`src/bfdc_pkg.sv`:
```
// bfdc_pkg: shared types, widths, register indexes and constants
// of the box-follow drive controller.
// No dependencies; used by box_follow_drive_controller_core.
package bfdc_pkg;

  localparam int PIXEL_BITS_DEF = 10;

  localparam int CFG_INDEX_W = 3;
  localparam int CFG_DATA_W  = 24;

  localparam int CENTER_W   = 10;
  localparam int DEADBAND_W = 8;
  localparam int GAIN_W     = 24;
  localparam int LIMIT_W    = 18;
  localparam int RATIO_W    = 16;
  localparam int OUT_W      = 19;
  localparam int RUN_CNT_W  = 5;

  localparam int Q16_FRAC    = 16;
  localparam int TURN_SHIFT  = 8;
  localparam int SPEED_SHIFT = 24;

  localparam logic [CFG_INDEX_W-1:0] CFG_IMAGE_CENTER_X       = 3'd0;
  localparam logic [CFG_INDEX_W-1:0] CFG_CENTER_DEADBAND      = 3'd1;
  localparam logic [CFG_INDEX_W-1:0] CFG_TURN_GAIN            = 3'd2;
  localparam logic [CFG_INDEX_W-1:0] CFG_TURN_LIMIT           = 3'd3;
  localparam logic [CFG_INDEX_W-1:0] CFG_SPEED_GAIN           = 3'd4;
  localparam logic [CFG_INDEX_W-1:0] CFG_SPEED_LIMIT          = 3'd5;
  localparam logic [CFG_INDEX_W-1:0] CFG_AREA_TOLERANCE_RATIO = 3'd6;

  localparam logic [CENTER_W-1:0]   RST_IMAGE_CENTER_X       = 10'd320;
  localparam logic [DEADBAND_W-1:0] RST_CENTER_DEADBAND      = 8'd2;
  localparam logic [GAIN_W-1:0]     RST_TURN_GAIN            = 24'd167772;
  localparam logic [LIMIT_W-1:0]    RST_TURN_LIMIT           = 18'd32768;
  localparam logic [GAIN_W-1:0]     RST_SPEED_GAIN           = 24'd503;
  localparam logic [LIMIT_W-1:0]    RST_SPEED_LIMIT          = 18'd19661;
  localparam logic [RATIO_W-1:0]    RST_AREA_TOLERANCE_RATIO = 16'd13107;

  localparam logic CMD_FRAME  = 1'b0;
  localparam logic CMD_BUMPER = 1'b1;

  localparam logic [1:0] BUMP_LEFT   = 2'd0;
  localparam logic [1:0] BUMP_CENTER = 2'd1;
  localparam logic [1:0] BUMP_RIGHT  = 2'd2;

  localparam logic signed [OUT_W-1:0] REV_LINEAR      = -19'sd13107;
  localparam logic signed [OUT_W-1:0] REV_TURN_LEFT   = -19'sd26214;
  localparam logic signed [OUT_W-1:0] REV_TURN_CENTER = -19'sd32768;
  localparam logic signed [OUT_W-1:0] REV_TURN_RIGHT  = 19'sd26214;

  localparam logic [RUN_CNT_W-1:0] RUN_SIDE_LEN   = 5'd16;
  localparam logic [RUN_CNT_W-1:0] RUN_CENTER_LEN = 5'd21;

  typedef enum logic [1:0] {
    KIND_REF,
    KIND_TRACK,
    KIND_RUN
  } item_kind_t;

  typedef enum logic [1:0] {
    RUN_LEFT,
    RUN_CENTER,
    RUN_RIGHT
  } run_side_t;

endpackage

```
`src/box_follow_drive_controller_core.sv`:
```
// box_follow_drive_controller_core: pipelined proportional drive controller
// with deadband, saturation and bumper reverse runs.
// Depends on bfdc_pkg.
//
//   channel  | direction | handshake            | beat carries
//   ---------+-----------+----------------------+---------------------------------
//   cfg      | in        | cfg_valid/cfg_ready  | cfg_index, cfg_data
//   in       | in        | in_valid/in_stall    | cmd, box_x, box_width, box_height,
//            |           |                      | bumper_side, bumper_pressed
//   out      | out       | out_valid/out_stall  | linear_cmd, angular_cmd, last
//
// One item per cycle while in_stall is low; a result passes the stage 1 to 6 and output registers.
// The six-stage datapath is set by the chained area, tolerance and gain
// multiplies, with the wide speed product split into two halves.
// A reverse run holds the output register for 16 or 21 beats; the pipeline
// fills behind it and in_stall rises once every stage is occupied.
// Synchronous reset clears control state and loads register defaults;
// in_stall is high during reset. cfg_ready is always high.
module box_follow_drive_controller_core #(
  parameter int PIXEL_BITS = bfdc_pkg::PIXEL_BITS_DEF
) (
  input  logic                                clk,
  input  logic                                rst,
  input  logic                                cfg_valid,
  output logic                                cfg_ready,
  input  logic [bfdc_pkg::CFG_INDEX_W-1:0]    cfg_index,
  input  logic [bfdc_pkg::CFG_DATA_W-1:0]     cfg_data,
  input  logic                                in_valid,
  output logic                                in_stall,
  input  logic                                cmd,
  input  logic [PIXEL_BITS-1:0]               box_x,
  input  logic [PIXEL_BITS-1:0]               box_width,
  input  logic [PIXEL_BITS-1:0]               box_height,
  input  logic [1:0]                          bumper_side,
  input  logic                                bumper_pressed,
  output logic                                out_valid,
  input  logic                                out_stall,
  output logic signed [bfdc_pkg::OUT_W-1:0]   linear_cmd,
  output logic signed [bfdc_pkg::OUT_W-1:0]   angular_cmd,
  output logic                                last
);

  localparam int AB     = 2 * PIXEL_BITS;
  localparam int AW     = AB + bfdc_pkg::Q16_FRAC;
  localparam int HB     = (AW + 1) / 2;
  localparam int UB     = AW - HB;
  localparam int CXW    = PIXEL_BITS + 1;
  localparam int LOHI_W = bfdc_pkg::CENTER_W + 1;
  localparam int TW     = ((CXW > LOHI_W) ? CXW : LOHI_W) + 1;
  localparam int TEW    = TW - 1;
  localparam int TPW    = bfdc_pkg::GAIN_W + TEW;
  localparam int TSW    = TPW - bfdc_pkg::TURN_SHIFT;
  localparam int SPL    = bfdc_pkg::GAIN_W + HB;
  localparam int SPH    = bfdc_pkg::GAIN_W + UB;
  localparam int SSW    = SPH + 1;
  localparam int PW     = SSW - (bfdc_pkg::SPEED_SHIFT - HB);

  // configuration registers
  logic [bfdc_pkg::CENTER_W-1:0]   image_center_x;
  logic [bfdc_pkg::DEADBAND_W-1:0] center_deadband;
  logic [bfdc_pkg::GAIN_W-1:0]     turn_gain;
  logic [bfdc_pkg::LIMIT_W-1:0]    turn_limit;
  logic [bfdc_pkg::GAIN_W-1:0]     speed_gain;
  logic [bfdc_pkg::LIMIT_W-1:0]    speed_limit;
  logic [bfdc_pkg::RATIO_W-1:0]    area_tolerance_ratio;

  // controller state
  logic [AB-1:0]   reference_area;
  logic [AW-1:0]   area_tolerance;
  logic [AW:0]     ref_plus_tol;
  logic signed [AW+1:0] ref_minus_tol;
  logic            reference_taken, reference_taken_next;
  logic            avoid_enabled, avoid_enabled_next;
  logic [2:0]      side_flags, side_flags_next;
  logic            reverse_pending, reverse_pending_next;

  logic            in_acc;
  logic [2:0]      side_oh;
  logic            enter;
  bfdc_pkg::item_kind_t enter_kind;
  bfdc_pkg::run_side_t  enter_side;

  logic rdy1, rdy2, rdy3, rdy4, rdy5, rdy6, out_free;

  // stage 1
  logic v1;
  bfdc_pkg::item_kind_t k1;
  bfdc_pkg::run_side_t  r1;
  logic [PIXEL_BITS-1:0] bx1, bw1, bh1;
  logic [AB-1:0]   area1;
  logic [CXW-1:0]  cx1;
  logic signed [TW-1:0] cx_s, lo_s, hi_s, diff_lo, diff_hi;
  logic            tneg1;
  logic [TEW-1:0]  texc1;

  // stage 2
  logic v2;
  bfdc_pkg::item_kind_t k2;
  bfdc_pkg::run_side_t  r2;
  logic [AB-1:0]   area2;
  logic            tneg2;
  logic [TEW-1:0]  texc2;
  logic [AW-1:0]   tol_prod;
  logic [TPW-1:0]  tprod2;

  // stage 3
  logic v3;
  bfdc_pkg::item_kind_t k3;
  bfdc_pkg::run_side_t  r3;
  logic [AB-1:0]   area3;
  logic            tneg3, lost3;
  logic [TPW-1:0]  tprod3;
  logic [TSW-1:0]  tsh3;
  logic [bfdc_pkg::LIMIT_W-1:0] tmag3;
  logic [AW:0]     rpt_new;
  logic signed [AW+1:0] rmt_new;

  // stage 4
  logic v4;
  bfdc_pkg::item_kind_t k4;
  bfdc_pkg::run_side_t  r4;
  logic [AB-1:0]   area4;
  logic            tneg4, lost4;
  logic [bfdc_pkg::LIMIT_W-1:0] tmag4;
  logic [AW-1:0]   a_q16;
  logic signed [AW+1:0] d_above, d_below;
  logic            sneg4;
  logic [AW-1:0]   sexc4;

  // stage 5
  logic v5;
  bfdc_pkg::item_kind_t k5;
  bfdc_pkg::run_side_t  r5;
  logic            tneg5, lost5, sneg5;
  logic [bfdc_pkg::LIMIT_W-1:0] tmag5;
  logic [AW-1:0]   sexc5;
  logic [SPL-1:0]  plo5;
  logic [SPH-1:0]  phi5;

  // stage 6
  logic v6;
  bfdc_pkg::item_kind_t k6;
  bfdc_pkg::run_side_t  r6;
  logic            tneg6, lost6, sneg6;
  logic [bfdc_pkg::LIMIT_W-1:0] tmag6;
  logic [SPL-1:0]  plo6;
  logic [SPH-1:0]  phi6;
  logic [SSW-1:0]  ssum;
  logic [PW-1:0]   sprod;
  logic [bfdc_pkg::LIMIT_W-1:0] smag;
  logic signed [bfdc_pkg::OUT_W-1:0] s_lin, s_ang;
  logic signed [bfdc_pkg::OUT_W-1:0] o_lin, o_ang;
  logic            o_last;
  logic [bfdc_pkg::RUN_CNT_W-1:0] o_rem;

  // output stage
  logic [bfdc_pkg::RUN_CNT_W-1:0] rem;

  assign cfg_ready = 1'b1;

  always_ff @(posedge clk) begin
    if (rst) begin
      image_center_x       <= bfdc_pkg::RST_IMAGE_CENTER_X;
      center_deadband      <= bfdc_pkg::RST_CENTER_DEADBAND;
      turn_gain            <= bfdc_pkg::RST_TURN_GAIN;
      turn_limit           <= bfdc_pkg::RST_TURN_LIMIT;
      speed_gain           <= bfdc_pkg::RST_SPEED_GAIN;
      speed_limit          <= bfdc_pkg::RST_SPEED_LIMIT;
      area_tolerance_ratio <= bfdc_pkg::RST_AREA_TOLERANCE_RATIO;
    end else if (cfg_valid && cfg_ready) begin
      case (cfg_index)
        bfdc_pkg::CFG_IMAGE_CENTER_X:
          image_center_x <= cfg_data[bfdc_pkg::CENTER_W-1:0];
        bfdc_pkg::CFG_CENTER_DEADBAND:
          center_deadband <= cfg_data[bfdc_pkg::DEADBAND_W-1:0];
        bfdc_pkg::CFG_TURN_GAIN:
          turn_gain <= cfg_data[bfdc_pkg::GAIN_W-1:0];
        bfdc_pkg::CFG_TURN_LIMIT:
          turn_limit <= cfg_data[bfdc_pkg::LIMIT_W-1:0];
        bfdc_pkg::CFG_SPEED_GAIN:
          speed_gain <= cfg_data[bfdc_pkg::GAIN_W-1:0];
        bfdc_pkg::CFG_SPEED_LIMIT:
          speed_limit <= cfg_data[bfdc_pkg::LIMIT_W-1:0];
        bfdc_pkg::CFG_AREA_TOLERANCE_RATIO:
          area_tolerance_ratio <= cfg_data[bfdc_pkg::RATIO_W-1:0];
        default: ;
      endcase
    end
  end

  // stage ready chain
  assign out_free = !out_valid || (!out_stall && last);
  assign rdy6     = !v6 || out_free;
  assign rdy5     = !v5 || rdy6;
  assign rdy4     = !v4 || rdy5;
  assign rdy3     = !v3 || rdy4;
  assign rdy2     = !v2 || rdy3;
  assign rdy1     = !v1 || rdy2;
  assign in_stall = rst || !rdy1;
  assign in_acc   = in_valid && !in_stall;

  always_comb begin
    case (bumper_side)
      bfdc_pkg::BUMP_LEFT:   side_oh = 3'b001;
      bfdc_pkg::BUMP_CENTER: side_oh = 3'b010;
      bfdc_pkg::BUMP_RIGHT:  side_oh = 3'b100;
      default:               side_oh = 3'b000;
    endcase
  end

  // classify the beat against current state
  always_comb begin
    side_flags_next      = side_flags;
    reverse_pending_next = reverse_pending;
    avoid_enabled_next   = avoid_enabled;
    reference_taken_next = reference_taken;
    enter                = 1'b0;
    enter_kind           = bfdc_pkg::KIND_TRACK;
    enter_side           = bfdc_pkg::RUN_LEFT;
    if (in_acc) begin
      if (cmd == bfdc_pkg::CMD_BUMPER) begin
        if (bumper_pressed) begin
          avoid_enabled_next = 1'b1;
          if ((side_oh & ~side_flags) != 3'b000) begin
            side_flags_next      = side_flags | side_oh;
            reverse_pending_next = 1'b1;
          end
        end else begin
          side_flags_next = side_flags & ~side_oh;
        end
      end else if (avoid_enabled) begin
        avoid_enabled_next = 1'b0;
        if (reverse_pending && side_flags != 3'b000) begin
          reverse_pending_next = 1'b0;
          enter                = 1'b1;
          enter_kind           = bfdc_pkg::KIND_RUN;
          if (side_flags[0]) begin
            enter_side = bfdc_pkg::RUN_LEFT;
          end else if (side_flags[1]) begin
            enter_side = bfdc_pkg::RUN_CENTER;
          end else begin
            enter_side = bfdc_pkg::RUN_RIGHT;
          end
        end
      end else if (!reference_taken) begin
        reference_taken_next = 1'b1;
        enter                = 1'b1;
        enter_kind           = bfdc_pkg::KIND_REF;
      end else begin
        enter      = 1'b1;
        enter_kind = bfdc_pkg::KIND_TRACK;
      end
    end
  end

  always_ff @(posedge clk) begin
    if (rst) begin
      side_flags      <= 3'b000;
      reverse_pending <= 1'b0;
      avoid_enabled   <= 1'b0;
      reference_taken <= 1'b0;
    end else begin
      side_flags      <= side_flags_next;
      reverse_pending <= reverse_pending_next;
      avoid_enabled   <= avoid_enabled_next;
      reference_taken <= reference_taken_next;
    end
  end

  // stage 1: area and horizontal error
  always_comb begin
    area1   = AB'(bw1) * AB'(bh1);
    cx1     = CXW'(bx1) + CXW'(bw1 >> 1);
    cx_s    = signed'(TW'(cx1));
    lo_s    = signed'(TW'(image_center_x)) - signed'(TW'(center_deadband));
    hi_s    = signed'(TW'(image_center_x)) + signed'(TW'(center_deadband));
    diff_lo = lo_s - cx_s;
    diff_hi = cx_s - hi_s;
    tneg1   = 1'b0;
    texc1   = '0;
    if (cx_s <= lo_s) begin
      texc1 = diff_lo[TEW-1:0];
    end else if (cx_s >= hi_s) begin
      tneg1 = 1'b1;
      texc1 = diff_hi[TEW-1:0];
    end
  end

  // stage 2: tolerance and turn products
  assign tol_prod = AW'(area_tolerance_ratio) * AW'(area2);
  assign tprod2   = TPW'(turn_gain) * TPW'(texc2);

  // stage 3: turn saturation, reference bounds
  always_comb begin
    tsh3    = tprod3[TPW-1:bfdc_pkg::TURN_SHIFT];
    tmag3   = (tsh3 >= TSW'(turn_limit)) ? turn_limit : tsh3[bfdc_pkg::LIMIT_W-1:0];
    rpt_new = (AW + 1)'({reference_area, {bfdc_pkg::Q16_FRAC{1'b0}}})
            + (AW + 1)'(area_tolerance);
    rmt_new = signed'((AW + 2)'({reference_area, {bfdc_pkg::Q16_FRAC{1'b0}}}))
            - signed'((AW + 2)'(area_tolerance));
  end

  // stage 4: area error against the reference tolerance band
  always_comb begin
    a_q16   = {area4, {bfdc_pkg::Q16_FRAC{1'b0}}};
    d_above = signed'((AW + 2)'(a_q16)) - signed'((AW + 2)'(ref_plus_tol));
    d_below = ref_minus_tol - signed'((AW + 2)'(a_q16));
    sneg4   = 1'b0;
    sexc4   = '0;
    if (!d_above[AW+1]) begin
      sneg4 = 1'b1;
      sexc4 = d_above[AW-1:0];
    end else if (!d_below[AW+1]) begin
      sexc4 = d_below[AW-1:0];
    end
  end

  // stage 5: split speed product
  assign plo5 = SPL'(speed_gain) * SPL'(sexc5[HB-1:0]);
  assign phi5 = SPH'(speed_gain) * SPH'(sexc5[AW-1:HB]);

  // stage 6: recombine, saturate, pick the result
  always_comb begin
    ssum  = SSW'(phi6) + SSW'(plo6[SPL-1:HB]);
    sprod = ssum[SSW-1:bfdc_pkg::SPEED_SHIFT-HB];
    smag  = (sprod >= PW'(speed_limit)) ? speed_limit
                                         : sprod[bfdc_pkg::LIMIT_W-1:0];
    s_lin = sneg6 ? -signed'(bfdc_pkg::OUT_W'(smag)) : signed'(bfdc_pkg::OUT_W'(smag));
    s_ang = tneg6 ? -signed'(bfdc_pkg::OUT_W'(tmag6)) : signed'(bfdc_pkg::OUT_W'(tmag6));
    o_lin  = s_lin;
    o_ang  = s_ang;
    o_last = 1'b1;
    o_rem  = '0;
    if (k6 == bfdc_pkg::KIND_RUN) begin
      o_lin  = bfdc_pkg::REV_LINEAR;
      o_last = 1'b0;
      case (r6)
        bfdc_pkg::RUN_LEFT: begin
          o_ang = bfdc_pkg::REV_TURN_LEFT;
          o_rem = bfdc_pkg::RUN_SIDE_LEN - 5'd1;
        end
        bfdc_pkg::RUN_CENTER: begin
          o_ang = bfdc_pkg::REV_TURN_CENTER;
          o_rem = bfdc_pkg::RUN_CENTER_LEN - 5'd1;
        end
        default: begin
          o_ang = bfdc_pkg::REV_TURN_RIGHT;
          o_rem = bfdc_pkg::RUN_SIDE_LEN - 5'd1;
        end
      endcase
    end else if (lost6) begin
      o_lin = '0;
      o_ang = '0;
    end
  end

  // valid bits and reference state
  always_ff @(posedge clk) begin
    if (rst) begin
      v1             <= 1'b0;
      v2             <= 1'b0;
      v3             <= 1'b0;
      v4             <= 1'b0;
      v5             <= 1'b0;
      v6             <= 1'b0;
      reference_area <= '0;
      area_tolerance <= '0;
      ref_plus_tol   <= '0;
      ref_minus_tol  <= '0;
    end else begin
      if (rdy1) v1 <= enter;
      if (rdy2) v2 <= v1;
      if (rdy3) v3 <= v2;
      if (rdy4) v4 <= v3;
      if (rdy5) v5 <= v4;
      if (rdy6) v6 <= v5;
      if (v2 && rdy3 && k2 == bfdc_pkg::KIND_REF) begin
        reference_area <= area2;
        area_tolerance <= tol_prod;
      end
      if (v3 && rdy4 && k3 == bfdc_pkg::KIND_REF) begin
        ref_plus_tol  <= rpt_new;
        ref_minus_tol <= rmt_new;
      end
    end
  end

  // stage payloads
  always_ff @(posedge clk) begin
    if (in_acc) begin
      k1  <= enter_kind;
      r1  <= enter_side;
      bx1 <= box_x;
      bw1 <= box_width;
      bh1 <= box_height;
    end
    if (rdy2) begin
      k2    <= k1;
      r2    <= r1;
      area2 <= area1;
      tneg2 <= tneg1;
      texc2 <= texc1;
    end
    if (rdy3) begin
      k3     <= k2;
      r3     <= r2;
      area3  <= area2;
      tneg3  <= tneg2;
      tprod3 <= tprod2;
      lost3  <= (area2 == AB'(1));
    end
    if (rdy4) begin
      k4    <= k3;
      r4    <= r3;
      area4 <= area3;
      tneg4 <= tneg3;
      tmag4 <= tmag3;
      lost4 <= lost3;
    end
    if (rdy5) begin
      k5    <= k4;
      r5    <= r4;
      tneg5 <= tneg4;
      tmag5 <= tmag4;
      lost5 <= lost4;
      sneg5 <= sneg4;
      sexc5 <= sexc4;
    end
    if (rdy6) begin
      k6    <= k5;
      r6    <= r5;
      tneg6 <= tneg5;
      tmag6 <= tmag5;
      lost6 <= lost5;
      sneg6 <= sneg5;
      plo6  <= plo5;
      phi6  <= phi5;
    end
  end

  // output register: load a new beat, or advance a reverse run
  always_ff @(posedge clk) begin
    if (rst) begin
      out_valid <= 1'b0;
      last      <= 1'b1;
      rem       <= '0;
    end else if (out_free) begin
      out_valid <= v6 && (k6 != bfdc_pkg::KIND_REF);
      if (v6) begin
        last <= o_last;
        rem  <= o_rem;
      end
    end else if (!out_stall) begin
      rem  <= rem - 5'd1;
      last <= (rem == 5'd1);
    end
  end

  always_ff @(posedge clk) begin
    if (out_free && v6) begin
      linear_cmd  <= o_lin;
      angular_cmd <= o_ang;
    end
  end

endmodule

```
`config.mk`:
```
export PLATFORM = sky130hd
export DESIGN_NAME = box_follow_drive_controller_core
export DESIGN_NICKNAME = d
export VERILOG_FILES = /design/src/bfdc_pkg.sv /design/src/box_follow_drive_controller_core.sv
export SDC_FILE = /design/constraint.sdc
export NUM_CORES = 2
export LEC_CHECK = 0
export BUFFER_PORTS_ARGS = -buffer_cell sky130_fd_sc_hd__buf_2
export CELL_PAD_IN_SITES_DETAIL_PLACEMENT = 1
export CELL_PAD_IN_SITES_GLOBAL_PLACEMENT = 2
export CORE_MARGIN = 2
export CORE_UTILIZATION = 39
export CTS_BUF_LIST = sky130_fd_sc_hd__clkbuf_2
export DETAILED_ROUTE_END_ITERATION = 7
export GPL_ROUTABILITY_DRIVEN = 0
export GPL_TIMING_DRIVEN = 0
export HOLD_SLACK_MARGIN = 0.06
export PLACE_DENSITY = 0.86
export REMOVE_ABC_BUFFERS = 1
export SKIP_LAST_GASP = 1
export SLEW_MARGIN = 30
export SYNTH_ARGS = -nofsm -noshare
export SYNTH_HDL_FRONTEND = slang
export SYNTH_SLANG_ARGS = --single-unit
```
`constraint.sdc`:
```
create_clock -name clk -period 7 [get_ports clk]
set_clock_uncertainty 0.15 [all_clocks]
set_input_delay 1.4 -clock clk [delete_from_list [all_inputs] [get_ports clk]]
set_output_delay 1.4 -clock clk [all_outputs]
set_load 0.01 [all_outputs]
```
# After elaboration in Yosys (flattened, before gate mapping)
# Cells that the tools add are included.
[word_totals]
inputBits = 66
register_bits = 651
out_inout_bits = 42
wordCells = 203
[classes]
n_bitwise = 8
n_addsub = 13
n_mul = 5
mux = 41
n_eq_ne = 17
magnitude_cmp = 4
reduce_logical = 51
[ops]
columns = ["cell", "count"]
rows = [
  ["19-bit two-way mux", 5],
  ["24-bit by 18-bit multiplier with 42-bit output", 2],
  ["36-bit two-way mux", 2],
  ["42-bit by 24-bit adder with 43-bit output", 1],
  ["18-bit negator with 19-bit output", 2],
  ["19-bit one-hot mux with 2 select lines", 1],
  ["36-bit by 37-bit subtractor with 38-bit output", 1],
  ["38-bit by 37-bit subtractor with 38-bit output", 1],
  ["36-bit by 36-bit adder with 37-bit output", 1],
  ["37-bit by 18-bit greater-or-equal comparator with 1-bit output", 1],
  ["36-bit by 36-bit subtractor with 37-bit output", 1],
  ["16-bit by 20-bit multiplier with 36-bit output", 1],
  ["18-bit two-way mux", 2],
  ["24-bit by 11-bit multiplier with 35-bit output", 1],
  ["27-bit by 18-bit greater-or-equal comparator with 1-bit output", 1],
  ["5-bit two-way mux", 5],
  ["11-bit two-way mux", 2],
  ["11-bit subtractor", 2],
  ["20-bit by 1-bit == test with 1-bit output (second input constant)", 1],
  ["10-bit by 10-bit multiplier with 20-bit output", 1],
  ["1-bit two-way mux", 18],
  ["2-bit AND reduction", 9],
  ["12-bit by 11-bit <= comparator with 1-bit output", 1],
  ["10-bit by 8-bit adder with 11-bit output", 1],
  ["29 further kinds", 76],
]

# Depth between registers and ports, before layout
[depth]
ltp_word = 14
depth_mapped = 30
mapped_depth_nobuf = 29

# Least setup slack after synthesis
# Ideal clock, no wire load.
[synth_timing]
path_type = "register -> register"
from = "reg speed_gain[10] in the netlist's numbering"
to = "reg plo6[36] (data pin)"
path_stages_with_launch = 26
arrival_time_ns = 6.670
setup_ns = 0.258
path_buffers = 2
synth_period_minus_slack_ns = 7.078
required_time_ns = 6.592
path_slack_ns = -0.078
cell_sequence = "dfxtp_1 -> clkbuf_1 -> clkbuf_1 -> nand2_1 -> fa_1 -> inv_1 -> fa_1 -> fa_1 -> inv_1 -> fa_1 -> fa_1 -> inv_1 -> fa_1 -> ha_1 -> nor4_1 -> o211ai_1 -> a211oi_1 -> o211a_1 -> nor3_1 -> o21a_1 -> a31o_2 -> a41oi_1 -> and4b_1 -> a211o_1 -> a31oi_1 -> xnor2_1"
[synth_via]
elab_chain_cells = 1
[synth_lines]
columns = ["element", "line_no", "rtl"]
rows = [
  ["from (decl)", "box_follow_drive_controller_core.sv:63", "logic [bfdc_pkg::GAIN_W-1:0] speed_gain;"],
  ["from (signal assigned)", "box_follow_drive_controller_core.sv:167", "speed_gain <= bfdc_pkg::RST_SPEED_GAIN;"],
  ["from (signal assigned)", "box_follow_drive_controller_core.sv:181", "speed_gain <= cfg_data[bfdc_pkg::GAIN_W-1:0];"],
  ["24-bit by 18-bit multiplier with 42-bit output", "box_follow_drive_controller_core.sv:319", "assign plo5 = SPL'(speed_gain) * SPL'(sexc5[HB-1:0]);"],
  ["via plo5[36]", "box_follow_drive_controller_core.sv:137", "logic [SPL-1:0] plo5;"],
  ["to (signal assigned)", "box_follow_drive_controller_core.sv:436", "plo6 <= plo5;"],
  ["to (decl)", "box_follow_drive_controller_core.sv:146", "logic [SPL-1:0] plo6;"],
]
# The timed path passes the listed nets, and every way through them passes these cells.
# A chain may end at the register's enable or synchronous reset.

# Final worst setup path
[layout_timing]
from = "reg sexc5[11]"
to = "reg plo6[34] (data pin)"
[layout_via]
elab_chain_cells = 1
[layout_lines]
columns = ["element", "line_no", "rtl"]
rows = [
  ["from (decl)", "box_follow_drive_controller_core.sv:136", "logic [AW-1:0] sexc5;"],
  ["from (signal assigned)", "box_follow_drive_controller_core.sv:427", "sexc5 <= sexc4;"],
  ["24-bit by 18-bit multiplier with 42-bit output", "box_follow_drive_controller_core.sv:319", ""],
  ["via plo5[34]", "box_follow_drive_controller_core.sv:137", ""],
]
# The timed path passes the listed nets, and every way through them passes these cells.

==> summary.txt <==
Cells and area
  • Area Overhead vs Synth: 14.6%
  • Nets: 11000
  • Sequential cell area: 0.0162 mm²
  • Area of the multi-input gates: 0.0569 mm²
  • Share of layout cells above drive strength 1: 12.8%
  • FILL cells: 23200

Yosys
  • Synth top area cells: fa_1 (31%), edfxtp_1 (14%), ha_1 (11%)
  • Synth top area share: 30.9%
  • Async SR Flop Fraction: 0%
  • Synth Register Bits: 623
  • Most frequent cell after synthesis: nand2_1
  • Post-Syn Instances: 8719
  • Register area share after synthesis: 20.4%
  • Yosys top cell by area: fa_1
  • Post-Syn Area: 0.0788 mm²
  • Synth unique cells: 95
  • Synth Flop Type: edfxtp_1
  • Avg Inst Size Synth: 9.04 µm²
  • Post-synth EDFFs: 357
  • Commonest cells in the netlist: nand2_1 (1642), inv_1 (1619), fa_1 (1217)
  • Synth warn: 0

Worst setup path
  • Top delay family on crit path: adder cells
  • Buf/Inv on CP: 8
  • R2R depth: 26
  • Type of origin of the critical path: register
  • CP most frequent cell: fa_1
  • Critical path arrival: 8.55 ns
  • Reg2Reg Setup Slack: -0.29 ns
  • Critical path class: register to register
  • CP Capture Type: register
  • Reg-to-reg startpoint: sexc5[11]$_DFFE_PP_
  • Crit-path max FO: 3
  • Delay of the slowest critical-path stage: 0.59 ns
  • CP required: 8.26 ns
  • Critical-path top delay cell: fa_1
  • Critical path startpoint: sexc5[11]$_DFFE_PP_
  • Reg-to-reg endpoint: plo6[34]$_DFFE_PP_

GRT
  • Gr usage total: 24.8%
  • Overflow left after global routing: 0
  • Largest net degree at the start of global routing: 106
  • Initial antenna violation count: 11
  • Number of global-route vias before repair: 70200
  • First-pass GRT wire length: 397000 µm

Routing
  • Via count: 62500
  • Initial DRT Pass Iterations: 6
  • Drt via density: 5.25
  • Initial drt markers: 3263
  • Final wirelength: 257000 µm
  • Final antenna-violating net count: 0
  • Drt drc: 0
  • Wire per inst: 21.6 µm

Timing
  • Setup violators final: 14
  • Period Utilization, post-route: 104%
  • Max Freq: 0.137 GHz
  • Slew headroom: 25.9%
  • Final Hold Viols: 0
  • Setup TNS: -1.75 ns
  • Max Slew Vio Count: 0
  • RSZ-0062 raised after global routing: yes
  • Worst-margin pin slew: 1.11 ns
  • Fin crit period: 7.29 ns
  • Worst setup margin: -0.295 ns

Worst hold path
  • Hold Startpoint: k1[1]$_SDFFCE_PP0P_
  • Hold crit path type: register to register
  • Hold Path End: k2[1]$_DFFE_PP_
  • Hold Path Depth: 0

Floorplanning
  • Area of the die: 0.206 mm²
  • Initial Util: 39.3%
  • Standard-cell row count: 164
  • Height of the die: 453 µm
  • Die width: 453 µm
  • CORE AREA: 0.200 mm²
  • # IOs: 108

Clocking
  • Maximum clock path buffer count: 3
  • Worst skew pair latency: 1.64 ns
  • CTS tree: built
  • CTS sink cnt: 623
  • Worst-path clk slew: 0.11 ns
  • Num CTS Buffers: 171
  • Clk root buf: clkbuf_2
  • H-tree depth: 4

Flow run
  • Max-cap violations: 0

Place
  • Post-DP HPWL: 178000 µm
  • I/O Buffers: 106

Run status
  • Outcome: finished with violations
  • Failing checks: setup timing
## worst register-to-register path: stages, from the launching register on
cell and delay (ns):
edfxtp_1 0.45, buf_6 0.17, nand2_2 0.07, fa_1 0.59, inv_1 0.07, fa_1 0.53, inv_2 0.05, fa_1 0.53
inv_1 0.05, fa_1 0.50, inv_1 0.06, fa_1 0.49, inv_2 0.04, fa_1 0.44, ha_1 0.32, buf_4 0.14
a21o_1 0.20, a21oi_4 0.19, o211a_1 0.23, nor3_2 0.06, o21a_2 0.24, a31o_4 0.26, a41oi_4 0.17, and4b_1 0.25
a211o_4 0.36, buf_6 0.14, xnor2_4 0.31
## how the worst max path moves through the flow
stage               depth (start not counted)                              end  slack (ns)
floorplan                                  23               plo6[36]$_DFFE_PP_       -0.18
global placement                            9  area_tolerance[31]$_SDFFE_PP0P_       -3.10
detailed placement                         26     linear_cmd[14]$_SDFFCE_PP1P_       -2.20
CTS                                        28               plo6[41]$_DFFE_PP_       -0.23
global route                               28               plo6[41]$_DFFE_PP_       -0.38
finish                                     26               plo6[34]$_DFFE_PP_       -0.29
## routing by layer
metal	global-route usage, %	vias to the layer above	share of wire [%]
met5	0	-	0.031
met4	10.6	10	4.9
met3	4.24	522	5.4
met2	43.1	1615	49
met1	30.2	32300	41
li1	-	28000	-
## cells by family after synthesis
kind of cell    synth area share [%]
buf+inv                         9.71
compound gates                  8.08
other cells                  0.00476
mux                            0.497
fa+ha+maj                       41.5
xor+xnor                        3.34
flops                           20.4
simple gates                    16.5
## placed cells by master (no fill, tap or decap), types with 54 or more instances in the layout
cell type / count
nand2_1: 1617
inv_1: 1591
fa_1: 1202
ha_1: 634
and2_1: 498
a21oi_1: 377
edfxtp_1: 357
buf_4: 272
clkbuf_2: 244
nor2_1: 241
dfxtp_1: 218
xnor2_1: 196
o21ai_0: 132
buf_2: 107
xor2_1: 85
dlygate4sd3_1: 80
a21o_1: 78
nor3_1: 74
buf_12: 54
## metrics by stage
step,cell area (µm²),util [%],hold slack (ns),instances,setup slack (ns)
after CTS,88300,44.1,0.0910,11800,-0.232
final,90300,45.1,0.159,11900,-0.295
after floorplan,77200,-,0.250,8306,-0.180
after global placement,81100,40.5,0.250,11100,-3.10
after detailed placement,82500,41.2,0.255,11100,-2.20
after global routing,90300,45.1,0.149,11900,-0.378
## area by class of cell
| type | count | area share [%] |
|---|---|---|
| Inverter | 1620 | 6.74 |
| Sequential cell | 623 | 17.9 |
| Clock buffer | 243 | 1.35 |
| Clock inverter | 72 | 0.493 |
| Timing Repair Buffer | 621 | 6.79 |
| Antenna cell | 12 | 0.0333 |
| Tap cell | 2656 | 3.68 |
| Multi-Input combinational cell | 6063 | 63.0 |
## flip-flops by register name, summed over array words and instances (netlist names), 11 cells and up, named ones only
name and count:
tmag6 18, tmag5 18, tmag4 18, phi6 42, texc2 11, area4 20
angular_cmd 19, plo6 24, speed_limit 18, area2 20, tprod3 27, linear_cmd 19
ref_plus_tol 37, ref_minus_tol 36, reference_area 20, speed_gain 24, sexc5 36, turn_gain 24
area3 20, area_tolerance_ratio 16, area_tolerance 36, turn_limit 18
## timing repair
item,4_1_cts,5_1_grt
endpoints found under the hold margin,235,0
hold buffers,80,0
setup buffers,228,133
setup endpoints to repair,79,39
cloned,1,1
pin swaps,97,150
gates resized for setup,223,213
Power is left out: the tool's default activity adds up to more than one toggle a clock period on the data nets, which glitch-free logic cannot reach.
